`src/design/scu_pkg.sv`:
```
// ----------------------------------------------------------------------------
// scu_pkg - shared types and constants of the sine / cosine unit
// Fixed-point formats of the internal datapath and the record that the
// Taylor cells pass along the chain.
// ----------------------------------------------------------------------------
`timescale 1ns / 1ps

package scu_pkg;

  // Internal angle and series arithmetic runs on unsigned Q30 magnitudes
  localparam int QF      = 30;
  localparam int MW      = 34;  // angle magnitude in Q30, up to 2^33
  localparam int RW      = 31;  // remainder within one quadrant
  localparam int TW      = 32;  // series term and squared remainder
  localparam int SW      = 34;  // signed partial sum
  localparam int N_CELLS = 8;   // one cell per series step

  localparam logic [MW-1:0] HALF_PI_Q   = 34'd1686629713;
  localparam logic [MW-1:0] PI_Q        = 34'd3373259426;
  localparam logic [MW-1:0] THREE_HPI_Q = 34'd5059889139;
  localparam logic [MW-1:0] TWO_PI_Q    = 34'd6746518852;
  localparam logic [TW-1:0] ONE_Q       = 32'h4000_0000;

  // Record handed from cell to cell
  typedef struct packed {
    logic [TW-1:0]        term;  // current term, not yet in the sum
    logic signed [SW-1:0] sum;   // sum of the earlier terms
    logic [TW-1:0]        r2;    // squared quadrant remainder, Q30
    logic                 sine;  // 1: sine series, 0: cosine series
    logic                 neg;   // result is negated at the end
  } scu_cell_t;

endpackage

```
`src/design/scu_cell.sv`:
```
// ----------------------------------------------------------------------------
// scu_cell - one step of the Taylor chain
// Adds its incoming term to the sum and derives the next term as
// (term * r^2) / (d * (d + 1)), the division done by reciprocal product
// with a single correction.
// ----------------------------------------------------------------------------
`timescale 1ns / 1ps

module scu_cell import scu_pkg::*; #(
  parameter int IDX = 0
) (
  input  logic      clk,
  input  logic      rst_n,
  input  logic      up_valid,
  output logic      up_ready,
  input  scu_cell_t up_data,
  output logic      dn_valid,
  input  logic      dn_ready,
  output scu_cell_t dn_data
);

  // Denominators of this step for both series and their reciprocals
  localparam int D_COS = (2 * IDX + 1) * (2 * IDX + 2);
  localparam int D_SIN = (2 * IDX + 2) * (2 * IDX + 3);
  localparam int DW    = $clog2(D_SIN + 1);
  localparam logic [DW-1:0] DC = DW'(D_COS);
  localparam logic [DW-1:0] DS = DW'(D_SIN);
  localparam logic [TW-1:0] M_COS = TW'((64'd1 << TW) / 64'(D_COS));
  localparam logic [TW-1:0] M_SIN = TW'((64'd1 << TW) / 64'(D_SIN));
  localparam bit ADD_TERM = ((IDX % 2) == 0);

  // Occupancy and load enables
  logic va_r, vb_r, vc_r;
  logic lda, ldb, ldc;

  assign ldc      = !vc_r || dn_ready;
  assign ldb      = !vb_r || ldc;
  assign lda      = !va_r || ldb;
  assign up_ready = lda;
  assign dn_valid = vc_r;

  always_ff @(posedge clk) begin
    if (!rst_n) begin
      va_r <= 1'b0;
      vb_r <= 1'b0;
      vc_r <= 1'b0;
    end else begin
      if (lda) va_r <= up_valid;
      if (ldb) vb_r <= va_r;
      if (ldc) vc_r <= vb_r;
    end
  end

  // Stage A: accumulate the term, multiply it by r^2
  logic [2*TW-1:0]      pa;
  logic signed [SW-1:0] term_ext;
  logic signed [SW-1:0] suma_nxt, suma_r, sumb_r;
  logic [TW-1:0]        xa_r, r2a_r, r2b_r;
  logic                 sinea_r, nega_r, sineb_r, negb_r;

  always_comb begin
    pa       = up_data.term * up_data.r2;
    term_ext = SW'(up_data.term);
    suma_nxt = ADD_TERM ? (up_data.sum + term_ext) : (up_data.sum - term_ext);
  end

  // Stage B: quotient estimate, low by at most one
  logic [TW-1:0]   mrec;
  logic [2*TW-1:0] pb;
  logic [TW-1:0]   q0b_r, xb_r;

  always_comb begin
    mrec = sinea_r ? M_SIN : M_COS;
    pb   = xa_r * mrec;
  end

  // Stage C: remainder check and correction
  logic [DW-1:0]    dsel;
  logic [TW+DW-1:0] qd;
  logic [TW-1:0]    rem;
  scu_cell_t        out_nxt;

  always_comb begin
    dsel         = sineb_r ? DS : DC;
    qd           = q0b_r * dsel;
    rem          = xb_r - qd[TW-1:0];
    out_nxt.term = (rem >= TW'(dsel)) ? (q0b_r + 1'b1) : q0b_r;
    out_nxt.sum  = sumb_r;
    out_nxt.r2   = r2b_r;
    out_nxt.sine = sineb_r;
    out_nxt.neg  = negb_r;
  end

  // Payload registers
  always_ff @(posedge clk) begin
    if (lda && up_valid) begin
      xa_r    <= pa[QF+TW-1:QF];
      suma_r  <= suma_nxt;
      r2a_r   <= up_data.r2;
      sinea_r <= up_data.sine;
      nega_r  <= up_data.neg;
    end
    if (ldb && va_r) begin
      q0b_r   <= pb[2*TW-1:TW];
      xb_r    <= xa_r;
      sumb_r  <= suma_r;
      r2b_r   <= r2a_r;
      sineb_r <= sinea_r;
      negb_r  <= nega_r;
    end
    if (ldc && vb_r) begin
      dn_data <= out_nxt;
    end
  end

  // Reciprocal estimate is never more than one below the true quotient
  a_estimate: assert property (@(posedge clk) disable iff (!rst_n)
    vb_r |-> (rem < (TW'(dsel) << 1)))
    else $error("quotient estimate off by more than one");

endmodule

```
`config.mk`:
```
export PLATFORM = sky130hd
export DESIGN_NAME = scu_cell
export DESIGN_NICKNAME = d
export VERILOG_FILES = /design/src/design/scu_pkg.sv /design/src/design/scu_cell.sv
export SDC_FILE = /design/constraint.sdc
export NUM_CORES = 2
export LEC_CHECK = 0
export BUFFER_PORTS_ARGS = -buffer_cell sky130_fd_sc_hd__buf_2
export CAP_MARGIN = 20
export CORE_MARGIN = 2
export CORE_UTILIZATION = 35
export DETAILED_ROUTE_END_ITERATION = 16
export PLACE_DENSITY = 0.57
export SETUP_SLACK_MARGIN = 0.15
export SLEW_MARGIN = 20
export SYNTH_ARGS = -nofsm -noshare
export SYNTH_HDL_FRONTEND = slang
export SYNTH_SLANG_ARGS = --single-unit
```
`constraint.sdc`:
```
create_clock -name clk -period 16.1 [get_ports clk]
set_clock_uncertainty 0.15 [all_clocks]
set_input_delay 0.805 -clock clk [delete_from_list [all_inputs] [get_ports clk]]
set_output_delay 0.805 -clock clk [all_outputs]
set_load 0.05 [all_outputs]
```
==> results.yml <==
synth:
  synth_commonest_cells: "1575 x inv_1, 1310 x fa_1, 673 x ha_1"
  synthTopCellsByArea: "fa_1 42%, edfxtp_1 16%, ha_1 13%, inv_1 9.4%, and2_1 6.4%"
  synth_fa_ha_area_frac: 0.550
  synth_compound_area_frac: 0.0434
  synth_top_family_by_area: "adder cells"
  synth-edff-count: 331
  syn-instance-count: 6135
  synth_mux_area_frac: 0.00131
  syn_area_um2: 63000
  async_flop_share: 0
  ys.flop_type: "edfxtp_1"
  ys_seq_elements: 334
  synthDistinctLibCells: 80
  avgSynthCellArea_um2: 10.3
  synth_seq_area_share: 0.159
  yosys.area_share.simple: 0.119
  yosys_warnings: 0
  synth_xor_area_frac: 0.0204
  synth_top_area_share: 0.416
  yosysTopAreaCell: "fa_1"
  synth_most_common_cell: "inv_1"
timing:
  setup_viol: 0
  max_freq_ghz: 0.107
  worstMarginPinSlew_ns: 0.963
  setup_tns_ns: 0
  finalHoldViolCount: 0
  max_slew_margin: 0.358
  finalCriticalPeriod_ns: 9.30
  finalCritPeriodShare: 0.578
  grt_setup_unrepaired: "false"
  finalMaxSlewViolations: 0
placed_design:
  hpwl_um: 142000
  numPortBuffers: 205
  placedInstanceArea_um2: 66500
  placed_cells: 8527
  gp_congestion: 0.937
clock_tree:
  ctsRootBufferMaster: "clkbuf_16"
  hold_buffers: 0
  htreeDepth: 2
  cts.sinks: 334
  cts_tree: "yes"
  cts.repair.resized: 0
  insertion_delay_ns: 0.64
  cts_buffer_depth: 3
  clk_pin_slew_worst_paths_ns: 0.06
  cts_buffers: 41
  post-cts-setup-buffers: 0
critical_path:
  cp-start-kind: "flop"
  r2r-end: "q0b_r[31]"
  ff2ff_setup_slack_ns: 6.80
  cp.arrival_ns: 9.51
  required_ns: 16.31
  reg2regPathDepth: 29
  path_max_fanout: 42
  crit_path_end_kind: "flop"
  max_stage_delay_ns: 0.70
  path_class: "reg -> reg"
  cp_slowest_cell: "o41ai_1"
  rr_startpoint: "sinea_r"
  cp_common_cell: "inv_1"
routing:
  drt_pass1_iterations: 5
  post-route-drc-count: 0
  wirelength_um: 172000
  wl_per_cell_um: 20.0
  drtIter0Drc: 2146
  vias: 41300
  drtAntennaViolNets: 0
  viasPerCell: 4.80
global_routing:
  overflow: 0
  antenna_found_initial: 6
  grt_pass1_wl_um: 271000
  grt_max_degree: 72
  grt_pass1_vias: 45600
  track_usage: 0.190
floorplanning:
  rows: 155
  die_w_um: 428
  dieHeight_um: 428
  initial_core_util: 0.353
  pin_count: 206
  dieArea_um2: 183000
  core_area_um2: 179000
finish:
  layout.cells.non_filler: 8603
  nets: 8302
  n_fill_cell: 17600
  multiInputGateArea_um2: 46400
  area_delta_synth_final_pct: 7.61
  fin_area_um2: 67800
  regArea_um2: 10000
  drive_gt1_frac: 0.0506
flow_run:
  cap_violations: 0
outcome:
  status: "finished clean"
hold_path:
  whs_path_depth: 1
  hold_class: "in -> reg"
  hold_path_end: "nega_r"
  min_from: "up_data[0]"
[sequential cells by signal, indices dropped and copies added (netlist names), 31 cells and up]
signal / count
dn_data: 100
q0b_r: 32
r2a_r: 32
r2b_r: 32
suma_r: 34
sumb_r: 34
xa_r: 32
xb_r: 31
[through the flow]
| step | utilization | setup WS (ns) | hold slack [ns] |
|---|---|---|---|
| after floorplan | - | 4.77 | 0.250 |
| after global placement | 0.372 | 6.54 | 0.250 |
| after detailed placement | 0.372 | 6.47 | 0.255 |
| after CTS | 0.380 | 6.62 | 0.200 |
| after global routing | 0.380 | 6.31 | 0.216 |
| final | 0.380 | 6.80 | 0.228 |
[layout by cell type, fill, tap and decap left out, drive strengths merged, types with 14 or more instances in the layout]
master / instances
a21o: 77
a21oi: 136
and2: 640
and3: 18
buf: 236
clkbuf: 50
clkinv: 14
conb: 24
edfxtp: 331
fa: 1310
ha: 673
inv: 1579
nand2: 522
nand2b: 23
nand3: 35
nand4: 34
nor2: 85
nor2b: 28
nor3: 37
o21a: 28
o21ai: 68
xnor2: 83
xor2: 64
[how the worst max path moves through the flow]
stage | from | end | slack [ns] | depth (start not counted)
2_1_floorplan | dn_ready | negb_r | 4.77 | 2
3_3_place_gp | up_data[74] | xa_r[31] | 6.54 | 28
3_5_place_dp | up_data[75] | xa_r[31] | 6.47 | 28
4_1_cts | sinea_r | q0b_r[31] | 6.62 | 29
5_1_grt | sinea_r | q0b_r[31] | 6.31 | 29
6_report | sinea_r | q0b_r[31] | 6.80 | 29
[cell type report]
cell class,instances,share of cell area
flip-flops and latches,334,0.147
well taps,2355,0.0434
multi-input cells,4027,0.684
diodes,2,0.0000738
inverters,1575,0.0872
clock buffers,50,0.0156
clock inverters,24,0.00387
repair buffers,236,0.0186
[logic make-up after synthesis]
family                     after synthesis
AOI/OAI and AO/OA                      415
xor gates and xnor gates               147
adders and majority gates             1983
buffers and inverters                 1796
DFF                                    334
muxes                                    8
other                                    2
and+or+nand+nor                       1450
[worst max-delay path, delay by kind of cell (launching register included)]
kind,cells,cell delay (ns)
AOI/OAI and AO/OA,6,2.10
xor gates and xnor gates,1,0.14
adders and majority gates,9,4.11
buffers and inverters,8,1.11
DFF,1,0.32
and+or+nand+nor,5,1.06
[per-layer routing]
layer | vias to the layer above | track usage | routed length (um) | part of all wire
met5 | - | 0 | 13 | 0.000075
met4 | 2 | 0.0442 | 3990 | 0.023
met3 | 184 | 0.0147 | 6440 | 0.037
met2 | 893 | 0.343 | 88600 | 0.51
met1 | 21600 | 0.248 | 73100 | 0.42
li1 | 18600 | - | - | -
Power is not shown: default switching activity piles up to over one toggle a cycle in this logic, so the estimate is an artifact.
