**config.mk**
```make
export PLATFORM = sky130hd
export DESIGN_NAME = scu_front_flat
export DESIGN_NICKNAME = d
export VERILOG_FILES = /design/src/design/scu_pkg.sv /design/src/design/scu_if.sv /design/src/design/scu_front.sv /design/src/flat_wrapper.sv
export SDC_FILE = /design/constraint.sdc
export NUM_CORES = 2
export LEC_CHECK = 0
export BUFFER_PORTS_ARGS = -buffer_cell sky130_fd_sc_hd__buf_2
export CORE_MARGIN = 2
export CORE_UTILIZATION = 40
export DETAILED_ROUTE_END_ITERATION = 16
export SYNTH_ARGS = -nofsm -noshare
export SYNTH_HDL_FRONTEND = slang
export SYNTH_SLANG_ARGS = --single-unit
```
**constraint.sdc**
```tcl
create_clock -name clk -period 8.3 [get_ports clk]
set_clock_uncertainty 0.05 [all_clocks]
set_input_delay 1.66 -clock clk [delete_from_list [all_inputs] [get_ports clk]]
set_output_delay 1.66 -clock clk [all_outputs]
set_load 0.01 [all_outputs]
```
**src/design/scu_pkg.sv**
```systemverilog
// ----------------------------------------------------------------------------
// scu_pkg - shared types and constants of the sine / cosine unit
// Fixed-point formats of the internal datapath and the record that the
// Taylor cells pass along the chain.
// ----------------------------------------------------------------------------
`timescale 1ns / 1ps

package scu_pkg;

  // Internal angle and series arithmetic runs on unsigned Q30 magnitudes
  localparam int QF      = 30;
  localparam int MW      = 34;  // angle magnitude in Q30, up to 2^33
  localparam int RW      = 31;  // remainder within one quadrant
  localparam int TW      = 32;  // series term and squared remainder
  localparam int SW      = 34;  // signed partial sum
  localparam int N_CELLS = 8;   // one cell per series step

  localparam logic [MW-1:0] HALF_PI_Q   = 34'd1686629713;
  localparam logic [MW-1:0] PI_Q        = 34'd3373259426;
  localparam logic [MW-1:0] THREE_HPI_Q = 34'd5059889139;
  localparam logic [MW-1:0] TWO_PI_Q    = 34'd6746518852;
  localparam logic [TW-1:0] ONE_Q       = 32'h4000_0000;

  // Record handed from cell to cell
  typedef struct packed {
    logic [TW-1:0]        term;  // current term, not yet in the sum
    logic signed [SW-1:0] sum;   // sum of the earlier terms
    logic [TW-1:0]        r2;    // squared quadrant remainder, Q30
    logic                 sine;  // 1: sine series, 0: cosine series
    logic                 neg;   // result is negated at the end
  } scu_cell_t;

endpackage

```
**src/design/scu_if.sv**
```systemverilog
// ----------------------------------------------------------------------------
// scu_if - item channels of the sine / cosine unit
// Valid / ready channels for the angle items and the result items.
// ----------------------------------------------------------------------------
`timescale 1ns / 1ps

// Angle channel
interface scu_in_if #(
  parameter int ANGLE_WIDTH = 16
);
  logic                          valid;
  logic                          ready;
  logic                          mode;
  logic signed [ANGLE_WIDTH-1:0] angle;

  modport source (output valid, mode, angle, input ready);
  modport sink   (input valid, mode, angle, output ready);
endinterface


```
**src/design/scu_front.sv**
```systemverilog
// ----------------------------------------------------------------------------
// scu_front - angle reduction and quadrant fold
// Scales the angle magnitude to Q30, removes a whole period, folds into a
// quadrant and squares the remainder to seed the Taylor chain.
// ----------------------------------------------------------------------------
`timescale 1ns / 1ps

module scu_front import scu_pkg::*; #(
  parameter int ANGLE_WIDTH = 16
) (
  input  logic      clk,
  input  logic      rst_n,
  scu_in_if.sink    in_ch,
  output logic      dn_valid,
  input  logic      dn_ready,
  output scu_cell_t dn_data
);

  // Stage occupancy and load enables
  logic v1_r, v2_r, v3_r, v4_r;
  logic ld1, ld2, ld3, ld4;

  assign ld4 = !v4_r || dn_ready;
  assign ld3 = !v3_r || ld4;
  assign ld2 = !v2_r || ld3;
  assign ld1 = !v1_r || ld2;
  assign in_ch.ready = ld1;
  assign dn_valid    = v4_r;

  always_ff @(posedge clk) begin
    if (!rst_n) begin
      v1_r <= 1'b0;
      v2_r <= 1'b0;
      v3_r <= 1'b0;
      v4_r <= 1'b0;
    end else begin
      if (ld1) v1_r <= in_ch.valid;
      if (ld2) v2_r <= v1_r;
      if (ld3) v3_r <= v2_r;
      if (ld4) v4_r <= v3_r;
    end
  end

  // Stage 1: magnitude in Q30, sign kept apart
  logic [ANGLE_WIDTH-1:0] ang_u;
  logic [ANGLE_WIDTH-1:0] mag;
  logic [MW-1:0]          m1_nxt, m1_r;
  logic                   aneg1_r, mode1_r;

  always_comb begin
    ang_u  = in_ch.angle;
    mag    = ang_u[ANGLE_WIDTH-1] ? (~ang_u + 1'b1) : ang_u;
    m1_nxt = {mag, {(MW-ANGLE_WIDTH){1'b0}}};
  end

  // Stage 2: at most one whole period to remove
  logic [MW-1:0] m2_nxt, m2_r;
  logic          aneg2_r, mode2_r;

  assign m2_nxt = (m1_r > TWO_PI_Q) ? (m1_r - TWO_PI_Q) : m1_r;

  // Stage 3: quadrant index and remainder; exactly one period folds to zero
  logic [1:0]    quad;
  logic [MW-1:0] base;
  logic [MW-1:0] r_full;
  logic [RW-1:0] r3_nxt, r3_r;
  logic          sine3_nxt, neg3_nxt, sine3_r, neg3_r;

  always_comb begin
    if (m2_r >= TWO_PI_Q) begin
      quad = 2'd0;
      base = TWO_PI_Q;
    end else if (m2_r >= THREE_HPI_Q) begin
      quad = 2'd3;
      base = THREE_HPI_Q;
    end else if (m2_r >= PI_Q) begin
      quad = 2'd2;
      base = PI_Q;
    end else if (m2_r >= HALF_PI_Q) begin
      quad = 2'd1;
      base = HALF_PI_Q;
    end else begin
      quad = 2'd0;
      base = '0;
    end
    r_full    = m2_r - base;
    r3_nxt    = r_full[RW-1:0];
    sine3_nxt = mode2_r ^ quad[0];
    // sine flips in the lower half-turn and with the angle sign;
    // cosine is negative in the second and third quadrants
    neg3_nxt  = mode2_r ? (quad[1] ^ aneg2_r) : (quad[1] ^ quad[0]);
  end

  // Stage 4: square of the remainder, first term of the series
  logic [2*RW-1:0] sq;
  scu_cell_t       seed_nxt;

  always_comb begin
    sq            = r3_r * r3_r;
    seed_nxt.r2   = sq[QF+TW-1:QF];
    seed_nxt.term = sine3_r ? {1'b0, r3_r} : ONE_Q;
    seed_nxt.sum  = '0;
    seed_nxt.sine = sine3_r;
    seed_nxt.neg  = neg3_r;
  end

  // Payload registers
  always_ff @(posedge clk) begin
    if (ld1 && in_ch.valid) begin
      m1_r    <= m1_nxt;
      aneg1_r <= ang_u[ANGLE_WIDTH-1];
      mode1_r <= in_ch.mode;
    end
    if (ld2 && v1_r) begin
      m2_r    <= m2_nxt;
      aneg2_r <= aneg1_r;
      mode2_r <= mode1_r;
    end
    if (ld3 && v2_r) begin
      r3_r    <= r3_nxt;
      sine3_r <= sine3_nxt;
      neg3_r  <= neg3_nxt;
    end
    if (ld4 && v3_r) begin
      dn_data <= seed_nxt;
    end
  end

  // Reduced angle never exceeds one period
  a_reduced: assert property (@(posedge clk) disable iff (!rst_n)
    v2_r |-> (m2_r <= TWO_PI_Q))
    else $error("reduced angle above one period");

  // Quadrant remainder stays below a quarter period
  a_quadrant: assert property (@(posedge clk) disable iff (!rst_n)
    v3_r |-> (MW'(r3_r) < HALF_PI_Q))
    else $error("quadrant remainder out of range");

endmodule

```
**src/flat_wrapper.sv**
```systemverilog
// flat-port wrapper written by rule: the top's interface ports become plain ports
module scu_front_flat import scu_pkg::*;
#(
  parameter int ANGLE_WIDTH = 16
)
  (clk, rst_n, dn_valid, dn_ready, dn_data, in_ch_valid, in_ch_mode, in_ch_angle, in_ch_ready);
  scu_in_if #(.ANGLE_WIDTH(ANGLE_WIDTH)) in_ch_i ();
  input  logic clk;
  input  logic rst_n;
  output logic dn_valid;
  input  logic dn_ready;
  output scu_cell_t dn_data;
  input wire logic [$bits(in_ch_i.valid)-1:0] in_ch_valid;
  input wire logic [$bits(in_ch_i.mode)-1:0] in_ch_mode;
  input wire logic [$bits(in_ch_i.angle)-1:0] in_ch_angle;
  output wire logic [$bits(in_ch_i.ready)-1:0] in_ch_ready;
  assign in_ch_i.valid = in_ch_valid;
  assign in_ch_i.mode = in_ch_mode;
  assign in_ch_i.angle = in_ch_angle;
  assign in_ch_ready = in_ch_i.ready;
  scu_front #(.ANGLE_WIDTH(ANGLE_WIDTH)) u_core (.clk(clk), .rst_n(rst_n), .in_ch(in_ch_i), .dn_valid(dn_valid), .dn_ready(dn_ready), .dn_data(dn_data));
endmodule
```
==> impl_metrics.ini <==
[global_route]
grt_pass1_wl_um = 134000
grt_max_degree = 36
groute.layer.met2.usage_pct = 35.2
met1_usage_pct = 26.7
grt_use_met3_pct = 3.13
grt_antenna_before_repair = 0
gr-max-usage-layer = met2
overflow = 0
grt_pass1_vias = 24394
grt_usage_pct = 20.2

[clocking]
cts_tree = built
clkTransAtPathRegs_ns = 0.08
cts_max_path_buffers = 2
clock_sinks = 139
cts.htree.levels = 4
cts-root-buf = clkbuf_16
clk_latency_ns = 0.47
cts_buffers = 17
cts_hold_buf = 0

[synthesis]
synth-seq-area-share_pct = 12.4
synthTopCellsByArea = fa_1 (45%), edfxtp_1 (12%), ha_1 (11%)
syn_inst = 3370
synthTopCellsByCount = inv_1 (961), fa_1 (747), nand2_1 (324)
ys_ff_latch = 139
async_flop_share_pct = 0
yosysWarnings = 0
synth_area_um2 = 33300
synth_top_area_share_pct = 45.0
yosysUniqueCellTypes = 76
synth_top_flop_cell = edfxtp_1
synth_edf_count = 135
synth_most_common_cell = inv_1
syn_area_per_cell_um2 = 9.87
synth_area_leader_cell = fa_1

[floorplan]
die_height_um = 292
fp-row-count = 105
core_um2 = 82200
start_util_pct = 40.4
dieArea_um2 = 85500
ioPinCount = 123
fp.dieW_um = 292

[worst_setup_path]
cp_common_cell = fa_1
reg2reg_slack_ns = 0.30
crit_family = adder cells
critPathBufInv = 11
worstSetupStartpoint = u_core.r3_r[6]
cpMaxStageDelayCell = fa_1
worst-endpoint-required_ns = 8.49
cpPeakStageDelay_ns = 0.53
r2r_start = u_core.r3_r[6]
reg2reg_to = u_core.dn_data[12]
cp-endpoint = u_core.dn_data[12]
endpoint_kind = register
path_max_fanout = 15
critical_path_arrival_ns = 8.19
worst-path-stages = 30
startpoint_type = register
r2r_cells = 30
path_class = register to register

[route]
wl_um = 81600
dr.pass1.iters = 5
ant_nets = 0
vias = 21969
route.detailed.drc = 0
avgRoutedWirePerCell_um = 17.9
drt_iter0_markers = 1084
via_per_inst = 4.83

[timing]
tightest_slew_ns = 1.08
fin_crit_sh_pct = 96.4
max_slew_margin_pct = 28.1
hold_viol = 0
tns_ns = 0
finalCriticalPeriod_ns = 8.00
setup_viol = 0
max_freq_mhz = 125
rsz0062_at_grt = no
slew_viol_final = 0

[cells_and_area]
antenna_cells = 0
fillers = 8003
synthToLayoutAreaGrowth_pct = 8.80
drive_gt1_share_pct = 7.70
final_nets = 4528

[placement]
dp_hpwl_um = 67300
globalplace.congestion = 0.884
numPortBuffers = 87

[outcome]
status = finished clean

[worst_hold_path]
worstHoldStart = u_core.m1_r[20]
min_path_type = register to register

[job]
drv_cap = 0
[final cells by class]
cell class | instances | area, um^2 | area share (%)
Clock inverter | 14 | 195 | 0.539
Tap cell | 1070 | 1340 | 3.70
Multi-Input combinational cell | 2160 | 25000 | 69.2
Inverter | 964 | 3620 | 10.0
Sequential cell | 139 | 4130 | 11.4
Clock buffer | 18 | 439 | 1.21
Timing Repair Buffer | 186 | 1420 | 3.94
[kinds of logic (layout without fill, tap and decap cells)]
group           after synthesis  count (layout)  synth area share (%)
compound gates              267             267                  5.52
xor+xnor                    102             102                  2.69
fa+ha+maj                  1039            1039                  56.0
buf+inv                    1105            1182                  12.9
flops                       139             139                  12.4
mux                           3               3                0.0941
other cells                   1              35                0.0113
simple gates                714             714                  10.4
[per-stage QoR]
stage / cell area (um^2) / worst slack (ns) / hold slack (ns) / std cells / utilization, %
2_1_floorplan: 33400 / 0.594 / 0.350 / 3404 / -
5_1_grt: 36200 / 0.00265 / 0.379 / 4551 / 44.0
3_3_place_gp: 35400 / 0.180 / 0.351 / 4513 / 43.1
3_5_place_dp: 35400 / 0.0933 / 0.355 / 4513 / 43.1
4_1_cts: 36100 / 0.0898 / 0.372 / 4545 / 43.9
6_report: 36200 / 0.298 / 0.369 / 4551 / 44.0
[worst min-delay path by stage]
stage | slack [ns] | endpoint | cells after the start
after detailed placement | 0.36 | u_core.m2_r[18] | 0
final | 0.37 | u_core.m2_r[20] | 0
after global routing | 0.38 | u_core.m2_r[19] | 0
after CTS | 0.37 | u_core.m2_r[20] | 0
after global placement | 0.35 | u_core.m2_r[19] | 0
after floorplan | 0.35 | u_core.aneg2_r | 0
[what timing repair did]
action	in CTS	in global routing
endpoints found under the setup margin	0	14
resized for setup	0	13
buffers inserted	0	6
[per-layer routing]
layer,wire length (um),vias to the layer above
li1,-,10131
met2,40300,460
met3,4070,89
met4,1630,0
met1,35600,11289
met5,0,-
[placed cells by master (no fill, tap or decap), types with 4 or more instances in the layout]
cell type	count
o211ai_1	14
buf_4	78
inv_1	961
nand3_1	14
clkbuf_16	17
edfxtp_1	135
o31ai_1	7
buf_2	87
nand2b_1	9
inv_6	4
or3_1	7
nor3_1	13
a211oi_1	9
a21o_1	33
a21oi_1	78
o21ai_0	40
or2_2	7
and3_1	4
o21bai_1	10
and2_1	220
o21ai_1	4
ha_1	292
xor2_1	38
dfxtp_1	4
fa_1	747
a31oi_1	9
xnor2_1	64
conb_1	35
nand4_1	10
nor2_1	75
o21a_1	10
nor2b_1	12
nor4_1	5
a31o_2	7
buf_12	19
nand2_1	324
a21oi_2	5
[registers in the layout, summed over array words and instances, names as in the netlist, 16 cells and up]
signal          flops
u_core.dn_data     65
u_core.r3_r        31
u_core.m2_r        17
u_core.m1_r        16
Power is left out: the tool's default activity adds up to more than one toggle a clock period on the data nets, which glitch-free logic cannot reach.
