File: config.mk
export PLATFORM = sky130hd
export DESIGN_NAME = scu_back_flat
export DESIGN_NICKNAME = d
export VERILOG_FILES = /design/src/design/scu_pkg.sv /design/src/design/scu_if.sv /design/src/design/scu_back.sv /design/src/flat_wrapper.sv
export SDC_FILE = /design/constraint.sdc
export NUM_CORES = 1
export LEC_CHECK = 0
export BUFFER_PORTS_ARGS = -buffer_cell sky130_fd_sc_hd__buf_2
export CORE_MARGIN = 8
export CORE_UTILIZATION = 50
export DETAILED_ROUTE_END_ITERATION = 6
export MAX_ROUTING_LAYER = met4
export PLACE_DENSITY = 0.75
export SLEW_MARGIN = 30
export SYNTH_ARGS = -nofsm -noshare
export SYNTH_HDL_FRONTEND = slang
export SYNTH_SLANG_ARGS = --single-unit
File: constraint.sdc
create_clock -name clk -period 7 [get_ports clk]
set_input_delay 0.7 -clock clk [delete_from_list [all_inputs] [get_ports clk]]
set_output_delay 0.7 -clock clk [all_outputs]
set_load 0.005 [all_outputs]
File: src/design/scu_pkg.sv
// ----------------------------------------------------------------------------
// scu_pkg - shared types and constants of the sine / cosine unit
// Fixed-point formats of the internal datapath and the record that the
// Taylor cells pass along the chain.
// ----------------------------------------------------------------------------
`timescale 1ns / 1ps

package scu_pkg;

  // Internal angle and series arithmetic runs on unsigned Q30 magnitudes
  localparam int QF      = 30;
  localparam int MW      = 34;  // angle magnitude in Q30, up to 2^33
  localparam int RW      = 31;  // remainder within one quadrant
  localparam int TW      = 32;  // series term and squared remainder
  localparam int SW      = 34;  // signed partial sum
  localparam int N_CELLS = 8;   // one cell per series step

  localparam logic [MW-1:0] HALF_PI_Q   = 34'd1686629713;
  localparam logic [MW-1:0] PI_Q        = 34'd3373259426;
  localparam logic [MW-1:0] THREE_HPI_Q = 34'd5059889139;
  localparam logic [MW-1:0] TWO_PI_Q    = 34'd6746518852;
  localparam logic [TW-1:0] ONE_Q       = 32'h4000_0000;

  // Record handed from cell to cell
  typedef struct packed {
    logic [TW-1:0]        term;  // current term, not yet in the sum
    logic signed [SW-1:0] sum;   // sum of the earlier terms
    logic [TW-1:0]        r2;    // squared quadrant remainder, Q30
    logic                 sine;  // 1: sine series, 0: cosine series
    logic                 neg;   // result is negated at the end
  } scu_cell_t;

endpackage

File: src/design/scu_if.sv


// Result channel
interface scu_out_if #(
  parameter int OUT_FRAC_BITS = 14
);
  logic                            valid;
  logic                            ready;
  logic signed [OUT_FRAC_BITS+1:0] value;

  modport source (output valid, value, input ready);
  modport sink   (input valid, value, output ready);
endinterface

File: src/design/scu_back.sv
// ----------------------------------------------------------------------------
// scu_back - series completion and output rounding
// Adds the last cosine term, clamps at zero, rounds to the output format,
// saturates at one and applies the sign into the result register.
// ----------------------------------------------------------------------------
`timescale 1ns / 1ps

module scu_back import scu_pkg::*; #(
  parameter int OUT_FRAC_BITS = 14
) (
  input  logic      clk,
  input  logic      rst_n,
  input  logic      up_valid,
  output logic      up_ready,
  input  scu_cell_t up_data,
  scu_out_if.source out_ch
);

  localparam int VW    = OUT_FRAC_BITS + 2;
  localparam int SHIFT = QF - OUT_FRAC_BITS;
  localparam logic [SW-1:0] RND_HALF = (SW'(1) << SHIFT) >> 1;
  localparam logic [SW-1:0] ONE_R    = SW'(1) << OUT_FRAC_BITS;
  localparam logic signed [VW-1:0] ONE_S     = VW'(1) << OUT_FRAC_BITS;
  localparam logic signed [VW-1:0] NEG_ONE_S = -ONE_S;

  // Occupancy and load enables
  logic v1_r, v2_r, v3_r;
  logic ld1, ld2, ld3;

  assign ld3          = !v3_r || out_ch.ready;
  assign ld2          = !v2_r || ld3;
  assign ld1          = !v1_r || ld2;
  assign up_ready     = ld1;
  assign out_ch.valid = v3_r;

  always_ff @(posedge clk) begin
    if (!rst_n) begin
      v1_r <= 1'b0;
      v2_r <= 1'b0;
      v3_r <= 1'b0;
    end else begin
      if (ld1) v1_r <= up_valid;
      if (ld2) v2_r <= v1_r;
      if (ld3) v3_r <= v2_r;
    end
  end

  // Stage 1: the cosine series carries one more term
  logic signed [SW-1:0] last_t;
  logic signed [SW-1:0] fin1_nxt, fin1_r;
  logic                 neg1_r;

  always_comb begin
    last_t   = up_data.sine ? '0 : SW'(up_data.term);
    fin1_nxt = up_data.sum + last_t;
  end

  // Stage 2: clamp overshoot below zero, round half away from zero
  logic [SW-1:0] clamp;
  logic [SW-1:0] rnd;
  logic [SW-1:0] res2_nxt, res2_r;
  logic          neg2_r;

  always_comb begin
    clamp    = fin1_r[SW-1] ? '0 : fin1_r;
    rnd      = clamp + RND_HALF;
    res2_nxt = rnd >> SHIFT;
  end

  // Stage 3: saturate at one, apply the sign
  logic [VW-1:0] mag3;
  logic [VW-1:0] val3_nxt;

  always_comb begin
    mag3     = (res2_r > ONE_R) ? ONE_R[VW-1:0] : res2_r[VW-1:0];
    val3_nxt = neg2_r ? (~mag3 + 1'b1) : mag3;
  end

  // Payload registers
  always_ff @(posedge clk) begin
    if (ld1 && up_valid) begin
      fin1_r <= fin1_nxt;
      neg1_r <= up_data.neg;
    end
    if (ld2 && v1_r) begin
      res2_r <= res2_nxt;
      neg2_r <= neg1_r;
    end
    if (ld3 && v2_r) begin
      out_ch.value <= val3_nxt;
    end
  end

  // A delivered result never leaves the range minus one to one
  a_range: assert property (@(posedge clk) disable iff (!rst_n)
    out_ch.valid |-> ((out_ch.value <= ONE_S) && (out_ch.value >= NEG_ONE_S)))
    else $error("result outside unit range");

endmodule

File: src/flat_wrapper.sv
// flat-port wrapper written by rule: the top's interface ports become plain ports
module scu_back_flat import scu_pkg::*;
#(
  parameter int OUT_FRAC_BITS = 14
)
  (clk, rst_n, up_valid, up_ready, up_data, out_ch_valid, out_ch_value, out_ch_ready);
  scu_out_if #(.OUT_FRAC_BITS(OUT_FRAC_BITS)) out_ch_i ();
  input  logic clk;
  input  logic rst_n;
  input  logic up_valid;
  output logic up_ready;
  input  scu_cell_t up_data;
  output wire logic [$bits(out_ch_i.valid)-1:0] out_ch_valid;
  output wire logic [$bits(out_ch_i.value)-1:0] out_ch_value;
  input wire logic [$bits(out_ch_i.ready)-1:0] out_ch_ready;
  assign out_ch_valid = out_ch_i.valid;
  assign out_ch_value = out_ch_i.value;
  assign out_ch_i.ready = out_ch_ready;
  scu_back #(.OUT_FRAC_BITS(OUT_FRAC_BITS)) u_core (.clk(clk), .rst_n(rst_n), .up_valid(up_valid), .up_ready(up_ready), .up_data(up_data), .out_ch(out_ch_i));
endmodule
==> results of run 1 <==
-- worst max-delay path, cell delays in order (launching register included) --
cell and delay [ns]:
edfxtp_1 0.42, nor4_2 0.42, nand4_1 0.26, o21ai_1 0.26
and2_1 0.39, nand2_1 0.13, ha_1 0.23, o21ai_0 0.19
a31oi_1 0.08, and2b_1 0.30, o21ai_1 0.10, a22o_1 0.18
-- cell families (layout without fill, tap and decap cells) --
logic type / count (synthesis) / after routing / synth area share (%)
DFF: 58 / 58 / 38.6
and+or+nand+nor: 202 / 202 / 24.2
buffers and inverters: 20 / 114 / 1.86
adders and majority gates: 33 / 33 / 9.32
xor gates and xnor gates: 39 / 39 / 7.71
AOI/OAI and AO/OA: 127 / 127 / 18.2
-- per-layer routing --
layer	track usage, %	vias up
li1	-	1939
met1	17.7	1716
met2	28.6	85
met3	2.97	12
met4	6.28	0
met5	-	-
-- cell type report --
class / count / area share [%]
flip-flops and latches: 58 / 33.0
clock inverters: 6 / 1.57
multi-input cells: 401 / 51.0
well taps: 108 / 2.60
inverters: 7 / 0.506
repair buffers: 91 / 8.87
clock buffers: 10 / 2.46
-- flip-flops by register name, summed over array words and instances, names as in the netlist --
| name | cells |
|---|---|
| u_core.fin1_r | 19 |
| u_core.v2_r | 1 |
| u_core.res2_r | 18 |
| u_core.neg2_r | 1 |
| u_core.out_ch.valid | 1 |
| u_core.v1_r | 1 |
| u_core.out_ch.value | 16 |
| u_core.neg1_r | 1 |
-- cells in the final DEF (no fill, tap or decap), drive strengths merged, types with 4 or more instances in the layout --
cell type / Yosys / layout
a21oi: 42 / 42
nor2: 33 / 33
and4: 4 / 4
a21o: 8 / 8
nand4: 6 / 6
clkbuf: 9 / 10
xnor2: 15 / 15
edfxtp: 55 / 55
nand2: 48 / 48
o31ai: 4 / 4
and2: 5 / 5
nor3: 11 / 11
a31oi: 8 / 8
and3: 5 / 5
ha: 33 / 33
nor2b: 49 / 49
inv: 7 / 7
o21ai: 30 / 30
o21a: 9 / 9
nand2b: 7 / 7
xor2: 24 / 24
buf: 4 / 91
a21boi: 4 / 4
nand3: 16 / 16
-- stage by stage --
step | setup slack (ns) | area [sq um]
global placement | 3.63 | 4970
CTS | 3.81 | 5190
detailed placement | 3.59 | 4980
global route | 3.48 | 5190
floorplan | 4.06 | 4430
finish | 3.79 | 5190
-- final timing paths --
path	depth (start not counted)	slack, ns	endpoint
max	11	3.79	u_core.out_ch.value[10]
min	0	0.42	u_core.neg2_r
max reg2reg	11	3.79	u_core.out_ch.value[10]
min reg2reg	0	0.42	u_core.neg2_r
-- power breakdown --
| group | total, uW | switching, uW | internal, uW |
|---|---|---|---|
| clock network | 324 | 126 | 198 |
| registers | 446 | 25.2 | 421 |
| logic | 213 | 116 | 97.6 |
| total | 983 | 267 | 716 |
==> reports/metrics.cfg, run 1 <==
[logic_synthesis]
ys_ff_latch=58
yosys-top-cells-area=edfxtp_1 (37%), ha_1 (9.3%), nor2b_1 (6.9%)
synthArstFlopShare_pct=0
ys.flop_type=edfxtp_1
synth_area_leader_cell=edfxtp_1
avgSynthCellArea_sq_um=9.25
synth_area_sq_um=4430
syn_nets=616
synth_warnings=0
synth_edf_count=55
syn_inst=479
synth.top_cell.area_share_pct=37.3
seq_area_frac_synth_pct=38.6
synth_cell_type_count=60
synthTopCellsByCount=edfxtp_1 (55), nor2b_1 (49), nand2_1 (48), a21oi_1 (41)
yosysMostFrequentCell=edfxtp_1

[clock_network]
cts_tree=yes
htree_levels=3
numCtsBuffers=9
cts-resized-gates=0
cts_root_buf=clkbuf_8
clockBufferDepth=2
cts_setup_buffers=0
clock_latency_ns=0.33
clock_sinks=58
hold_buffers=0
clk_pin_slew_ns=0.07

[min_path]
hold_class=reg -> reg
holdCritStartpoint=u_core.neg1_r

[sta]
fmax_mhz=311
drv_slew=0
hold_violations=0
tightest_slew_ns=0.633
skew_ns=0.00867
whs_ns=0.417
min_period_ns=3.21
fin_tns_setup_ns=0
finalCritPeriodShare_pct=45.9
max-slew-margin-rel_pct=57.8
setup_viol=0
rsz0062_at_grt=false

[die]
initial_core_util_pct=51.0
die-area_sq_um=12100
io_pins=122
dieWidth_um=110
rows=34
core_sq_um=8680
fp.dieH_um=110

[detailed_routing]
ant_nets=0
dr.pass1.iters=4
wl_met2_um=4620
drt-initial-drc-count=158
drcViolationCount=0
drt-total-wl_um=9150
met3_length_um=373
routed_via_density=5.51
highest_layer=met4
avgRoutedWirePerCell_um=13.4
wl_met1_um=4030
vias=3752

[finish]
area_delta_synth_final_pct=17.2
nNetsFinal=705
utilization_pct=59.8
diodes=0
final-seq-area_sq_um=1710
fin_cells=681
nFillCells=767
multi_input_area_sq_um=2650
drive_gt1_share_pct=20.4

[outcome]
status=finished clean

[pwr]
power_density_nw_per_um2=189
power_uw=983
vdd_ir_drop_max_v=0.000110
p_leak_uw=0.00209

[setup_path]
required_ns=7.08
worst_ep_arrival_time_ns=3.30
end_kind=register
path_max_fanout=11
r2r-start=u_core.res2_r[0]
start_kind=register
critPathKind=reg -> reg
critPathLaunch=u_core.res2_r[0]

[grt]
grt_pass1_wl_um=15500
grt_pass1_vias=3700
grt_start_max_net_pins=33
overflow=0
track_usage_pct=16.2
antenna_found_initial=0

[placement]
hpwl_um=7580
dp_cells=665
port_buffers=89
routabilityCongestion=0.867

[flow_run]
maxCapViolCount=0

Note: power is estimated with default switching activity, not from simulation.
==> inputs of run 2 (changes only) <==
--- a/config.mk
+++ b/config.mk
@@ -7,7 +7,7 @@
 export LEC_CHECK = 0
 export BUFFER_PORTS_ARGS = -buffer_cell sky130_fd_sc_hd__buf_2
 export CORE_MARGIN = 8
-export CORE_UTILIZATION = 50
+export CORE_UTILIZATION = 48
 export DETAILED_ROUTE_END_ITERATION = 6
 export MAX_ROUTING_LAYER = met4
 export PLACE_DENSITY = 0.75
==> constraint.sdc (replaced) <==
create_clock -name clk -period 2.7 [get_ports clk]
set_input_delay 0.27 -clock clk [delete_from_list [all_inputs] [get_ports clk]]
set_output_delay 0.27 -clock clk [all_outputs]
set_load 0.005 [all_outputs]
==> run 2 against run 1 <==
Critical path depth did not move; sequential power increased to 2.6 times the previous value; die area up 3.6%; first-iteration DRC count is 39% lower; critical path type unchanged.
==> reports/metrics.cfg, run 2 (synthesis gave the netlist of run 1 again) <==
[setup_path]
ff2ff_path_depth=11  ; unchanged
cp_common_cell=o21ai_2
critPathKind=reg -> reg
r2r_slack_ns=0.20  ; -3.59 ns
path_max_fanout=3  ; -8
start_kind=register
end_kind=register
crit_buf_inv=0  ; unchanged
slowest_stage=edfxtp_1
worst_ep_arrival_time_ns=2.59  ; -0.71 ns
r2r-start=u_core.res2_r[1]
reg2reg_to=u_core.out_ch.value[10]
required_ns=2.79  ; -4.29 ns
slowest_delay_ns=0.44  ; +0.02 ns
cpLargestDelayFamily=simple AND/OR/NAND/NOR gates
path_cells=nor4_4 > nand4_1 > o21ai_2 > and2_4 > nand2_1 > ha_1 > o21ai_2 > a31oi_1 > and2b_2 > o21ai_1 > a22o_1

[flow_run]
maxCapViolCount=0  ; unchanged

[die]
core_sq_um=9110  ; +5.0%
rows=35  ; +2.9%
die-area_sq_um=12600  ; +3.6%
io_pins=122  ; unchanged
fp.dieH_um=112  ; +1.8%
dieWidth_um=112  ; +1.8%
initial_core_util_pct=48.6  ; -2.4 points

[finish]
nFillCells=792  ; +3.3%
largest_register_ffs=19  ; unchanged
nNetsFinal=727  ; +3.1%
utilization_pct=59.1  ; -0.74 points
top_regs=u_core.fin1_r x19, u_core.res2_r x18, u_core.out_ch.value x16
diodes=0  ; unchanged
layout_commonest_cell=buf_2
area_delta_synth_final_pct=21.5
final-seq-area_sq_um=1710  ; unchanged
final_cell_mix=buf_2 (89), edfxtp_1 (55), nor2b_1 (49)
drive_gt1_share_pct=24.2  ; +3.8 points
multi_input_area_sq_um=2660  ; +0.42%
fin_cells=706  ; +3.7%
top_register=u_core.fin1_r

[grt]
track_usage_pct=15.7  ; -0.48 points
grt_start_max_net_pins=23  ; -30%
antenna_found_initial=0  ; unchanged
grt_pass1_vias=3815  ; +3.1%
overflow=0  ; unchanged
grt_pass1_wl_um=16200  ; +4.2%

[sta]
fmax_mhz=399  ; +28%
drv_slew=0  ; unchanged
max-slew-margin-rel_pct=61.0  ; +3.2 points
skew_ns=0.00977  ; +0.00109 ns
hold_violations=0  ; unchanged
finalCritPeriodShare_pct=92.8  ; +47 points
min_period_ns=2.50  ; -0.706 ns
layout_setup_ws_ns=0.196  ; -3.59 ns
whs_ns=0.107  ; -0.310 ns
setup_viol=0  ; unchanged
tightest_slew_ns=0.584  ; -0.0484 ns

[detailed_routing]
ant_nets=0  ; unchanged
avgRoutedWirePerCell_um=13.2  ; -1.6%
drt-initial-drc-count=97  ; -39%
drt-total-wl_um=9340  ; +2.0%
drcViolationCount=0  ; unchanged
dr.pass1.iters=4  ; unchanged
routed_via_density=5.42  ; -1.6%
vias=3827  ; +2.0%

[clock_network]
clockBufferDepth=2  ; unchanged
clock_sinks=58  ; unchanged
clock_latency_ns=0.34  ; about the same
numCtsBuffers=9  ; unchanged
cts_tree=yes
hold_buffers=0  ; unchanged
clk_pin_slew_ns=0.07  ; about the same
htree_levels=3  ; unchanged
cts_root_buf=clkbuf_8

[placement]
routabilityCongestion=0.910  ; +5.0%
dp_cells=688  ; +3.5%
port_buffers=89  ; unchanged
dp_slack_ns=-0.0280  ; -3.62 ns
hpwl_um=7750  ; +2.3%

[min_path]
hold_class=in -> reg
hold_path_depth=1  ; +1
whs_endpoint=u_core.neg1_r
holdCritStartpoint=up_data[0]

[pwr]
power_uw=2600  ; +160%
p_leak_uw=0.00221  ; +5.7%
vdd_ir_drop_max_v=0.000285  ; +160%
power_density_nw_per_um2=483  ; +160%

[outcome]
status=finished clean

[run 2: layout make-up]
cell class                 instances  share of cell area (%)
clock buffer                      10                    2.37
clock inverter                     6                    1.70
inverter                           7                   0.488
multi-input combinational        401                    49.4
sequential                        58                    31.8
tap                              111                    2.58
timing repair buffer             113                    11.6
[run 2: worst max-delay path by stage]
stage,startpoint,end,slack (ns),depth (start not counted)
2_1_floorplan,u_core.res2_r[0],u_core.out_ch.value[10],0.003,12
3_3_place_gp,up_data[1],u_core.fin1_r[24],0.03,10
3_5_place_dp,up_data[1],u_core.fin1_r[24],-0.03,10
4_1_cts,u_core.res2_r[0],u_core.out_ch.value[12],0.01,12
5_1_grt,u_core.res2_r[1],u_core.out_ch.value[10],-0.01,11
6_report,u_core.res2_r[1],u_core.out_ch.value[10],0.20,11
[run 2: what timing repair did]
item,CTS,global route
buffers inserted,0,2
setup endpoints to repair,0,6
resized for setup,0,6
[run 2: routing by layer]
layer  routed length (um)  global-route usage [%]  up-vias
li1                     -                       -     1981
met5                    0                       -        -
met3                  336                    3.38       10
met2                 4710                    27.3       98
met4                  123                    6.47        0
met1                 4170                    17.1     1738
[run 2: through the flow]
step | setup TNS, ns | area [sq um]
2_1_floorplan | 0 | 4430
3_3_place_gp | 0 | 5130
3_5_place_dp | -0.0280 | 5130
4_1_cts | 0 | 5350
5_1_grt | -0.0136 | 5380
6_report | 0 | 5380
[run 2: where the power goes]
part	internal [uW]	switching, uW	total [uW]
clock network	522	337	859
registers	1090	66.3	1160
logic	278	308	586
